**src/design/hhpd_pkg.sv**
```systemverilog
// ----------------------------------------------------------------------------
// hhpd_pkg
// shared types, constants and the controller command bundle of the
// haptic heading pulse driver
// ----------------------------------------------------------------------------
package hhpd_pkg;

   // item widths on the stream ports (fields packed low first, padded to bytes)
   localparam int REQ_DATA_W = 40;
   localparam int RSP_DATA_W = 40;

   // pulse timing
   localparam logic [9:0] MIN_PULSE     = 10'd150;
   localparam logic [9:0] REACHED_PULSE = 10'd75;
   localparam logic [9:0] MAX_PULSE_MS  = 10'd1000;
   localparam logic [1:0] BURSTS        = 2'd2;

   // heading geometry in hundredths of a degree
   localparam logic [15:0] QUARTER   = 16'd9000;
   localparam logic [15:0] HALF_TURN = 16'd18000;
   localparam logic [15:0] FULL_TURN = 16'd36000;
   localparam logic [15:0] MOTOR_ANGLE [4] = '{16'd0, 16'd9000, 16'd18000, 16'd27000};

   localparam logic [7:0] FULL_DUTY = 8'hff;

   // floor(255*x/9000) = floor(17*x/600) = (x * 17*ceil(2^28/600)) >> 28, exact for x <= 9000
   localparam int          DUTY_SHIFT = 28;
   localparam logic [22:0] DUTY_RECIP = 23'd7605681;

   // pulse quotient never needs more than 10 bits before the clamp to 1000
   localparam int         DIV_BITS  = 10;
   localparam logic [3:0] DIV_LAST  = 4'(DIV_BITS - 1);
   localparam logic [3:0] DUTY_LAST = 4'd4;

   typedef enum logic [1:0] {
      REQ_TICK = 2'd0,
      REQ_CMD  = 2'd1,
      REQ_STOP = 2'd2,
      REQ_NOP  = 2'd3
   } req_kind_type;

   typedef enum logic [1:0] {
      PH_IDLE = 2'd0,
      PH_ON   = 2'd1,
      PH_OFF  = 2'd2,
      PH_CONT = 2'd3
   } phase_type;

   typedef enum logic [1:0] {
      CSR_MAX_PULSE = 2'd0,
      CSR_MAX_DIST  = 2'd1,
      CSR_RADIUS    = 2'd2
   } csr_index_type;

   typedef enum logic [2:0] {
      ST_IDLE,
      ST_MUL,
      ST_SAT,
      ST_DIV,
      ST_DUTY,
      ST_COMMIT,
      ST_EMIT
   } ctl_state_type;

   typedef struct packed {
      logic       capture;
      logic       apply_tick;
      logic       apply_stop;
      logic       mul;
      logic       sat;
      logic       div_step;
      logic       duty_x;
      logic [1:0] duty_x_idx;
      logic       duty_wr;
      logic [1:0] duty_wr_idx;
      logic       commit;
      logic       out_load;
   } ctl_cmd_type;

endpackage

```
**src/design/hhpd_ctrl.sv**
```systemverilog
// ----------------------------------------------------------------------------
// hhpd_ctrl
// sequencer: takes one item at a time, steps the divider and the duty unit,
// and owns the result valid flag
// ----------------------------------------------------------------------------
module hhpd_ctrl import hhpd_pkg::*; (
   input  logic        clock,
   input  logic        reset,
   input  logic        req_tvalid,
   output logic        req_tready,
   input  logic [1:0]  req_tuser,
   output logic        rsp_tvalid,
   input  logic        rsp_tready,
   output ctl_cmd_type cmd
);

   ctl_state_type state_ff, state_in;
   logic [3:0]    cnt_ff, cnt_in;
   logic          rsp_valid_ff, rsp_valid_in;
   logic          accept;
   logic          out_free;
   req_kind_type  kind;

   assign kind       = req_kind_type'(req_tuser);
   assign req_tready = (state_ff == ST_IDLE);
   assign accept     = req_tvalid && req_tready;
   assign out_free   = !rsp_valid_ff || rsp_tready;
   assign rsp_tvalid = rsp_valid_ff;

   // next state
   always_comb begin
      state_in = state_ff;
      unique case (state_ff)
         ST_IDLE: begin
            if (accept) begin
               state_in = (kind == REQ_CMD) ? ST_MUL : ST_EMIT;
            end
         end
         ST_MUL:    state_in = ST_SAT;
         ST_SAT:    state_in = ST_DIV;
         ST_DIV: begin
            if (cnt_ff == DIV_LAST) state_in = ST_DUTY;
         end
         ST_DUTY: begin
            if (cnt_ff == DUTY_LAST) state_in = ST_COMMIT;
         end
         ST_COMMIT: state_in = ST_EMIT;
         ST_EMIT: begin
            if (out_free) state_in = ST_IDLE;
         end
         default:   state_in = ST_IDLE;
      endcase
   end

   // step counter shared by divide and duty passes
   always_comb begin
      cnt_in = 4'd0;
      if ((state_ff == ST_DIV && cnt_ff != DIV_LAST) ||
          (state_ff == ST_DUTY && cnt_ff != DUTY_LAST)) begin
         cnt_in = cnt_ff + 4'd1;
      end
   end

   // outputs
   always_comb begin
      cmd = '0;
      unique case (state_ff)
         ST_IDLE: begin
            if (accept) begin
               cmd.capture    = (kind == REQ_CMD);
               cmd.apply_tick = (kind == REQ_TICK);
               cmd.apply_stop = (kind == REQ_STOP);
            end
         end
         ST_MUL:    cmd.mul = 1'b1;
         ST_SAT:    cmd.sat = 1'b1;
         ST_DIV:    cmd.div_step = 1'b1;
         ST_DUTY: begin
            cmd.duty_x      = (cnt_ff != DUTY_LAST);
            cmd.duty_x_idx  = cnt_ff[1:0];
            cmd.duty_wr     = (cnt_ff != 4'd0);
            cmd.duty_wr_idx = 2'(cnt_ff - 4'd1);
         end
         ST_COMMIT: cmd.commit = 1'b1;
         ST_EMIT:   cmd.out_load = out_free;
         default:   cmd = '0;
      endcase
   end

   always_comb begin
      if (cmd.out_load) begin
         rsp_valid_in = 1'b1;
      end else if (rsp_tready) begin
         rsp_valid_in = 1'b0;
      end else begin
         rsp_valid_in = rsp_valid_ff;
      end
   end

   always_ff @(posedge clock) begin
      if (reset) begin
         state_ff     <= ST_IDLE;
         cnt_ff       <= 4'd0;
         rsp_valid_ff <= 1'b0;
      end else begin
         state_ff     <= state_in;
         cnt_ff       <= cnt_in;
         rsp_valid_ff <= rsp_valid_in;
      end
   end

endmodule

```
**src/design/hhpd_dpath.sv**
```systemverilog
// ----------------------------------------------------------------------------
// hhpd_dpath
// datapath: config registers, pulse length divider, duty multiplier,
// pulse phase state and the result register
// ----------------------------------------------------------------------------
module hhpd_dpath import hhpd_pkg::*; (
   input  logic                  clock,
   input  logic                  reset,
   input  ctl_cmd_type           cmd,
   input  logic [REQ_DATA_W-1:0] req_tdata,
   input  logic                  csr_we,
   input  logic [1:0]            csr_index,
   input  logic [15:0]           csr_wdata,
   output logic [RSP_DATA_W-1:0] rsp_tdata
);

   // configuration
   logic [15:0] mpd_ff, mgd_ff, tr_ff;

   // captured command
   logic [15:0] head_ff, dist_ff;
   logic        en_ff, test_ff;

   // pulse length divider
   logic [31:0] prod_ff;
   logic        ok_ff, sat_ff;
   logic [25:0] rem_ff;
   logic [24:0] dsh_ff;
   logic [DIV_BITS-1:0] quo_ff;

   // duty unit
   logic [13:0] x_ff;
   logic [36:0] duty_prod;
   logic [7:0]  duty_val;

   // pattern state
   logic [7:0]  pattern_ff [4];
   logic [7:0]  pattern_in [4];
   logic [7:0]  driven_ff [4];
   logic [7:0]  driven_in [4];
   phase_type   phase_ff, phase_in;
   logic [1:0]  bursts_ff, bursts_in;
   logic [9:0]  ms_ff, ms_in;
   logic [9:0]  plen_ff, plen_in;
   logic [RSP_DATA_W-1:0] rsp_data_ff;

   logic [15:0] diff_d, diff_p, den;
   logic        rem_ge;
   logic [10:0] pulse_sum;
   logic [9:0]  pulse_calc, plen_new;
   logic [9:0]  ms_dec;

   function automatic logic [13:0] motor_x(input logic [15:0] h, input logic [1:0] idx);
      logic [15:0] ang;
      logic [15:0] d;
      begin
         ang = MOTOR_ANGLE[idx];
         d   = (h >= ang) ? h - ang : ang - h;
         if (d > HALF_TURN) d = FULL_TURN - d;
         if (h >= FULL_TURN || d >= QUARTER) begin
            motor_x = 14'd0;
         end else begin
            motor_x = 14'(QUARTER - d);
         end
      end
   endfunction

   assign diff_d = dist_ff - tr_ff;
   assign diff_p = mpd_ff - 16'(MIN_PULSE);
   assign den    = mgd_ff - tr_ff;
   assign rem_ge = (rem_ff >= {1'b0, dsh_ff});

   assign duty_prod = 37'(x_ff) * 37'(DUTY_RECIP);
   assign duty_val  = duty_prod[DUTY_SHIFT +: 8];

   always_comb begin
      pulse_sum = 11'(MIN_PULSE) + 11'(quo_ff);
      if (!ok_ff) begin
         pulse_calc = MIN_PULSE;
      end else if (sat_ff || pulse_sum > 11'(MAX_PULSE_MS)) begin
         pulse_calc = MAX_PULSE_MS;
      end else begin
         pulse_calc = pulse_sum[9:0];
      end
   end

   // configuration writes
   always_ff @(posedge clock) begin
      if (reset) begin
         mpd_ff <= 16'd1000;
         mgd_ff <= 16'd1000;
         tr_ff  <= 16'd10;
      end else if (csr_we) begin
         unique case (csr_index)
            CSR_MAX_PULSE: mpd_ff <= csr_wdata;
            CSR_MAX_DIST:  mgd_ff <= csr_wdata;
            CSR_RADIUS:    tr_ff  <= csr_wdata;
            default: ;
         endcase
      end
   end

   // command arithmetic
   always_ff @(posedge clock) begin
      if (cmd.capture) begin
         head_ff <= req_tdata[15:0];
         en_ff   <= req_tdata[16];
         test_ff <= req_tdata[17];
         dist_ff <= req_tdata[33:18];
      end
      if (cmd.mul) begin
         prod_ff <= {16'd0, diff_d} * {16'd0, diff_p};
         ok_ff   <= (mpd_ff > 16'(MIN_PULSE)) && (dist_ff >= tr_ff) && (mgd_ff > tr_ff);
      end
      if (cmd.sat) begin
         sat_ff <= (prod_ff >= {6'd0, den, 10'd0});
         rem_ff <= prod_ff[25:0];
         dsh_ff <= {den, 9'd0};
      end
      if (cmd.div_step) begin
         if (rem_ge) rem_ff <= rem_ff - {1'b0, dsh_ff};
         quo_ff <= {quo_ff[DIV_BITS-2:0], rem_ge};
         dsh_ff <= {1'b0, dsh_ff[24:1]};
      end
      if (cmd.duty_x) begin
         x_ff <= motor_x(head_ff, cmd.duty_x_idx);
      end
   end

   // pattern and phase state
   always_comb begin
      pattern_in = pattern_ff;
      driven_in  = driven_ff;
      phase_in   = phase_ff;
      bursts_in  = bursts_ff;
      ms_in      = ms_ff;
      plen_in    = plen_ff;
      ms_dec     = (ms_ff != 10'd0) ? ms_ff - 10'd1 : 10'd0;
      plen_new   = 10'd0;

      if (cmd.duty_wr) begin
         pattern_in[cmd.duty_wr_idx] = en_ff ? duty_val : (test_ff ? FULL_DUTY : 8'd0);
      end

      if (cmd.commit) begin
         if (dist_ff < tr_ff) begin
            for (int i = 0; i < 4; i++) pattern_in[i] = FULL_DUTY;
            plen_new = REACHED_PULSE;
         end else if (dist_ff < mgd_ff) begin
            plen_new = pulse_calc;
         end else begin
            plen_new = 10'd0;
         end
         plen_in   = plen_new;
         driven_in = pattern_in;
         if (plen_new == 10'd0) begin
            phase_in = PH_CONT;
         end else begin
            phase_in  = PH_ON;
            bursts_in = BURSTS;
            ms_in     = plen_new;
         end
      end

      if (cmd.apply_tick && (phase_ff == PH_ON || phase_ff == PH_OFF)) begin
         ms_in = ms_dec;
         if (ms_dec == 10'd0) begin
            if (phase_ff == PH_ON) begin
               for (int i = 0; i < 4; i++) driven_in[i] = 8'd0;
               bursts_in = (bursts_ff != 2'd0) ? bursts_ff - 2'd1 : 2'd0;
               phase_in  = PH_OFF;
               ms_in     = plen_ff;
            end else if (bursts_ff != 2'd0) begin
               driven_in = pattern_ff;
               phase_in  = PH_ON;
               ms_in     = plen_ff;
            end else begin
               phase_in  = PH_IDLE;
            end
         end
      end

      if (cmd.apply_stop) begin
         phase_in = PH_IDLE;
         for (int i = 0; i < 4; i++) driven_in[i] = 8'd0;
      end
   end

   always_ff @(posedge clock) begin
      if (reset) begin
         for (int i = 0; i < 4; i++) begin
            pattern_ff[i] <= 8'd0;
            driven_ff[i]  <= 8'd0;
         end
         phase_ff  <= PH_IDLE;
         bursts_ff <= 2'd0;
         ms_ff     <= 10'd0;
         plen_ff   <= 10'd0;
      end else begin
         pattern_ff <= pattern_in;
         driven_ff  <= driven_in;
         phase_ff   <= phase_in;
         bursts_ff  <= bursts_in;
         ms_ff      <= ms_in;
         plen_ff    <= plen_in;
      end
   end

   // result register
   always_ff @(posedge clock) begin
      if (cmd.out_load) begin
         rsp_data_ff <= {6'd0, phase_ff, driven_ff[3], driven_ff[2], driven_ff[1],
                         driven_ff[0]};
      end
   end

   assign rsp_tdata = rsp_data_ff;

endmodule

```
**src/design/haptic_heading_pulse_driver_unit.sv**
```systemverilog
// ----------------------------------------------------------------------------
// haptic_heading_pulse_driver_unit
// four-motor haptic heading driver: guidance commands, 1 ms ticks and stop
// ----------------------------------------------------------------------------
// order: tick, stop and ignored items go straight to the result register;
//   a guidance command first passes multiply, saturate, the 10-step serial
//   pulse length divider, the shared duty multiplier that visits the four
//   motors in turn, and commit; one item is in work at a time, and the next
//   is taken once the result is loaded, which a stalled result port holds off
// reset: synchronous, active high; duties zero, phase idle, config at defaults
// ----------------------------------------------------------------------------
module haptic_heading_pulse_driver_unit import hhpd_pkg::*; (
   input  logic                  clock,
   input  logic                  reset,
   // request items
   input  logic                  req_tvalid,
   output logic                  req_tready,
   // [15:0] heading_centideg, [16] guidance_enable, [17] test_all_on,
   // [33:18] target_distance, [39:34] zero
   input  logic [REQ_DATA_W-1:0] req_tdata,
   // [1:0] req_type
   input  logic [1:0]            req_tuser,
   // result items
   output logic                  rsp_tvalid,
   input  logic                  rsp_tready,
   // [7:0] front_duty, [15:8] right_duty, [23:16] rear_duty, [31:24] left_duty,
   // [33:32] phase, [39:34] zero
   output logic [RSP_DATA_W-1:0] rsp_tdata,
   // register writes
   input  logic                  csr_we,
   input  logic [1:0]            csr_index,
   input  logic [15:0]           csr_wdata
);

   // command bundle from the sequencer to the datapath
   ctl_cmd_type cmd;

   // sequencer: one item in flight, result held in a register so the next
   // item can be taken while the result waits
   hhpd_ctrl u_ctrl (
      .clock      (clock),
      .reset      (reset),
      .req_tvalid (req_tvalid),
      .req_tready (req_tready),
      .req_tuser  (req_tuser),
      .rsp_tvalid (rsp_tvalid),
      .rsp_tready (rsp_tready),
      .cmd        (cmd)
   );

   // datapath: config, divider, duty unit, phase timer, result register
   hhpd_dpath u_dpath (
      .clock     (clock),
      .reset     (reset),
      .cmd       (cmd),
      .req_tdata (req_tdata),
      .csr_we    (csr_we),
      .csr_index (csr_index),
      .csr_wdata (csr_wdata),
      .rsp_tdata (rsp_tdata)
   );

endmodule

```
**config.mk**
```make
export PLATFORM = sky130hd
export DESIGN_NAME = haptic_heading_pulse_driver_unit
export DESIGN_NICKNAME = d
export VERILOG_FILES = /design/src/design/hhpd_pkg.sv /design/src/design/hhpd_ctrl.sv /design/src/design/hhpd_dpath.sv /design/src/design/haptic_heading_pulse_driver_unit.sv
export SDC_FILE = /design/constraint.sdc
export NUM_CORES = 2
export LEC_CHECK = 0
export BUFFER_PORTS_ARGS = -buffer_cell sky130_fd_sc_hd__buf_4
export CAP_MARGIN = 20
export CELL_PAD_IN_SITES_DETAIL_PLACEMENT = 0
export CELL_PAD_IN_SITES_GLOBAL_PLACEMENT = 1
export CORE_ASPECT_RATIO = 0.9
export CORE_MARGIN = 5
export CORE_UTILIZATION = 50
export DETAILED_ROUTE_END_ITERATION = 8
export GPL_TIMING_DRIVEN = 0
export PLACE_DENSITY = 0.88
export SLEW_MARGIN = 30
export SYNTH_ARGS = -nofsm -noshare
export SYNTH_HDL_FRONTEND = slang
export SYNTH_SLANG_ARGS = --single-unit
```
**constraint.sdc**
```tcl
create_clock -name clock -period 10.2 [get_ports clock]
set_input_delay 2.04 -clock clock [delete_from_list [all_inputs] [get_ports clock]]
set_output_delay 2.04 -clock clock [all_outputs]
set_load 0.01 [all_outputs]
```
==> summary.txt <==
Status
  – Outcome: finished clean

Detailed routing
  – Final ANT Viol Nets: 0
  – Via count: 25320
  – Routed WL per cell: 18.81 µm
  – Initial DRT Pass Iterations: 8
  – # DRC: 0
  – First DRT Iteration DRCs: 1937
  – Final WL: 85530 µm
  – Vias per Instance: 5.570

Critical path
  – Arrival time worst endpoint: 10.07 ns
  – Crit path max-delay cell type: fa_1
  – CP peak stage delay: 0.56 ns
  – Crit path kind: flip-flop to flip-flop
  – Max Fanout on Critical Path: 10
  – CP startpoint kind: flip-flop
  – Most used cell, CP: a21o_1
  – WP data required: 10.51 ns
  – Top Family by Delay on Critical Path: compound AO/OA/AOI/OAI gates
  – Buf/Inv on CP: 5
  – Worst Setup End Kind: flip-flop

CTS
  – Clk_lat worst skew: 0.56 ns
  – Clock transition at path regs: 0.07 ns
  – CTS tree: done
  – # hold bufs at CTS: 0
  – Clk buf depth: 3
  – Number of buffers created by CTS: 36
  – Sink Count: 321
  – Root buffer cell: clkbuf_16
  – H-Tree Depth: 2

STA
  – Period minus WS final: 9.765 ns
  – Setup ws final: 0.4352 ns
  – Final hold viol count: 0
  – Clk_skew: 0.02253 ns
  – Unrepaired setup endpoints after global routing: yes
  – Max_slew headroom: 30.10%
  – Setup violations, final: 0
  – Fin crit share: 95.73%
  – Tightest Pin Transition: 1.045 ns
  – Peak Freq: 0.1024 GHz
  – Slew Viols, Final: 0

Synthesis
  – Synth async-reset ratio: 0%
  – Adder-cell area share of the yosys netlist: 31.85%
  – Compound-Gate Fraction of Synth Area: 14.06%
  – Synth unique cells: 89
  – Post-synth EDFFs: 150
  – Yosys warning total: 0
  – Largest family of logic cells by synthesized area: adder cells
  – Synth Register Bits: 321
  – Xor and xnor fraction of the mapped netlist area: 4.609%
  – Mux contribution to synthesized area: 1.755%
  – Area of the mapped netlist: 31520 µm²
  – Main flop type after synthesis: dfxtp_1
  – Post-Synth Simple-Gate Area: 14.22%
  – Register area share after synthesis: 25.15%
  – Post-synthesis instance total: 3517
  – Avg Synthesized Cell Area: 8.962 µm²

Floorplan
  – Die Width: 274.7 µm
  – I/O pin total: 107
  – Die Ht: 248.2 µm
  – Core footprint: 62590 µm²
  – Starting Density: 50.35%
  – Row count: 87
  – Area of the die: 68160 µm²

Global route
  – Gr usage total: 24.94%
  – Largest net degree at the start of global routing: 28
  – Vias in the first global route: 24470
  – Antenna violations before repair: 2
  – Global-route wire length before repair: 135000 µm
  – GR Overflow Total: 0

Placement
  – Port Buffers: 94
  – Pre-CTS WS: -0.2013 ns
  – Post-DP HPWL: 68030 µm
  – Routability cong.: 0.9633

Hold path
  – Hold Crit Class: flip-flop to flip-flop

Finish
  – Fill cell count: 5667
  – Utilization after layout: 55.91%
  – Area growth from synthesis to layout: 11.02%
  – Nets: 4370
  – Fraction of layout cells with a size suffix above 1: 7.087%

Run
  – Max-Cap Viols: 0
-- per-layer routing --
layer	global-route usage, %	up-vias	share of wire (%)
met5	0	-	0
met4	6.750	0	2.7
met3	4.103	132	7.9
met2	37.76	882	43
met1	37.22	12200	46
li1	-	12110	-
-- worst paths after layout --
check / from / end / slack [ns] / cells past startpoint
worst max-delay path: u_dpath.dist_ff[1]$_DFFE_PP_ / u_dpath.prod_ff[31]$_DFFE_PP_ / 0.44 / 39
worst min-delay path: u_dpath.driven_ff[13]$_SDFF_PP0_ / u_dpath.rsp_tdata[21]$_DFFE_PP_ / 0.42 / 0
worst max register to register: u_dpath.dist_ff[1]$_DFFE_PP_ / u_dpath.prod_ff[31]$_DFFE_PP_ / 0.44 / 39
worst min register to register: u_dpath.driven_ff[13]$_SDFF_PP0_ / u_dpath.rsp_tdata[21]$_DFFE_PP_ / 0.42 / 0
-- placed cells by master, fill, tap and decap left out, types with 59 or more instances in the layout --
master | Yosys | routed
a21oi_1 | 195 | 193
dfxtp_1 | 171 | 171
a21o_1 | 60 | 59
inv_1 | 553 | 553
nor2_1 | 247 | 245
nand2_1 | 360 | 359
o21ai_0 | 166 | 165
fa_1 | 277 | 277
nor3_1 | 71 | 71
edfxtp_1 | 150 | 150
ha_1 | 359 | 359
xnor2_1 | 104 | 94
clkbuf_1 | 109 | 110
buf_4 | 7 | 110
-- cell families after synthesis --
| kind of cell | count (synthesis) |
|---|---|
| flip-flops | 321 |
| AND/OR/NAND/NOR | 963 |
| buffers and inverters | 685 |
| multiplexers | 55 |
| AO/OA/AOI/OAI | 691 |
| other | 1 |
| adder cells (fa/ha/maj) | 636 |
| XOR/XNOR | 165 |
-- Yosys cell counts, drive strengths merged (40+ instances only) --
library cell  count  share of area [%]
a21oi           198                3.2
a21o             60                1.4
fa              277                 18
xor2             61                1.7
ha              359                 14
nand2b           40               0.79
nor3             73                1.2
nand3            44               0.70
nand2           361                4.3
nor2            248                3.0
inv             553                6.6
a211oi           50                1.2
dfxtp           171                 11
o21ai           170                2.7
edfxtp          150                 14
xnor2           104                2.9
mux2i            53                1.7
clkbuf          109                1.3
-- worst register-to-register path: cells and delay by family, from the launching register on --
kind                       cells  cell delay (ns)
and+or+nand+nor                5             0.76
DFF                            1             0.47
adders and majority gates      8             3.58
buffers and inverters          5             0.54
AOI/OAI and AO/OA             20             4.08
xor gates and xnor gates       1             0.10
-- area by class of cell --
| cell class | count | area, µm² | area share [%] |
|---|---|---|---|
| buffer | 131 | 554.3 | 1.584 |
| clock inverter | 24 | 295.3 | 0.8439 |
| antenna | 4 | 10.01 | 0.02861 |
| timing repair buffer | 109 | 914.6 | 2.614 |
| multi-input combinational | 2516 | 21200 | 60.58 |
| tap | 845 | 1057 | 3.021 |
| clock buffer | 42 | 954.7 | 2.728 |
| inverter | 554 | 2079 | 5.943 |
| sequential | 321 | 7928 | 22.66 |
-- flip-flops by register name (all words and copies together) (netlist names), 2 cells and up --
register and count:
u_dpath.plen_ff 10, u_dpath.mpd_ff 16, u_dpath.prod_ff 32, u_dpath.dsh_ff 25, u_dpath.phase_ff 2, u_dpath.mgd_ff 16, u_dpath.x_ff 14, u_ctrl.state_ff 3
u_dpath.ms_ff 10, u_dpath.driven_ff 32, u_dpath.dist_ff 16, u_dpath.head_ff 16, u_dpath.bursts_ff 2, u_dpath.tr_ff 16, u_dpath.pattern_ff 32, u_dpath.rsp_tdata 34
u_ctrl.cnt_ff 4, u_dpath.quo_ff 10, u_dpath.rem_ff 26
-- stage by stage --
stage	cell area [µm²]	cells	setup TNS, ns	hold slack, ns
floorplan	31540	3522	0	0.4030
global placement	33300	4461	-1.498	0.4076
detailed placement	33590	4471	-0.2444	0.4104
CTS	34890	4540	0	0.4240
global route	34980	4542	-0.01099	0.4293
finish	34990	4546	0	0.4246
-- repair_timing --
action	CTS	global route
gates resized for setup	2	10
setup endpoints to repair	3	6
pin swaps	0	1
cloned	0	0
setup buffers	3	2
Power is left out: the tool's default activity adds up to more than one toggle a clock period on the data nets, which glitch-free logic cannot reach.
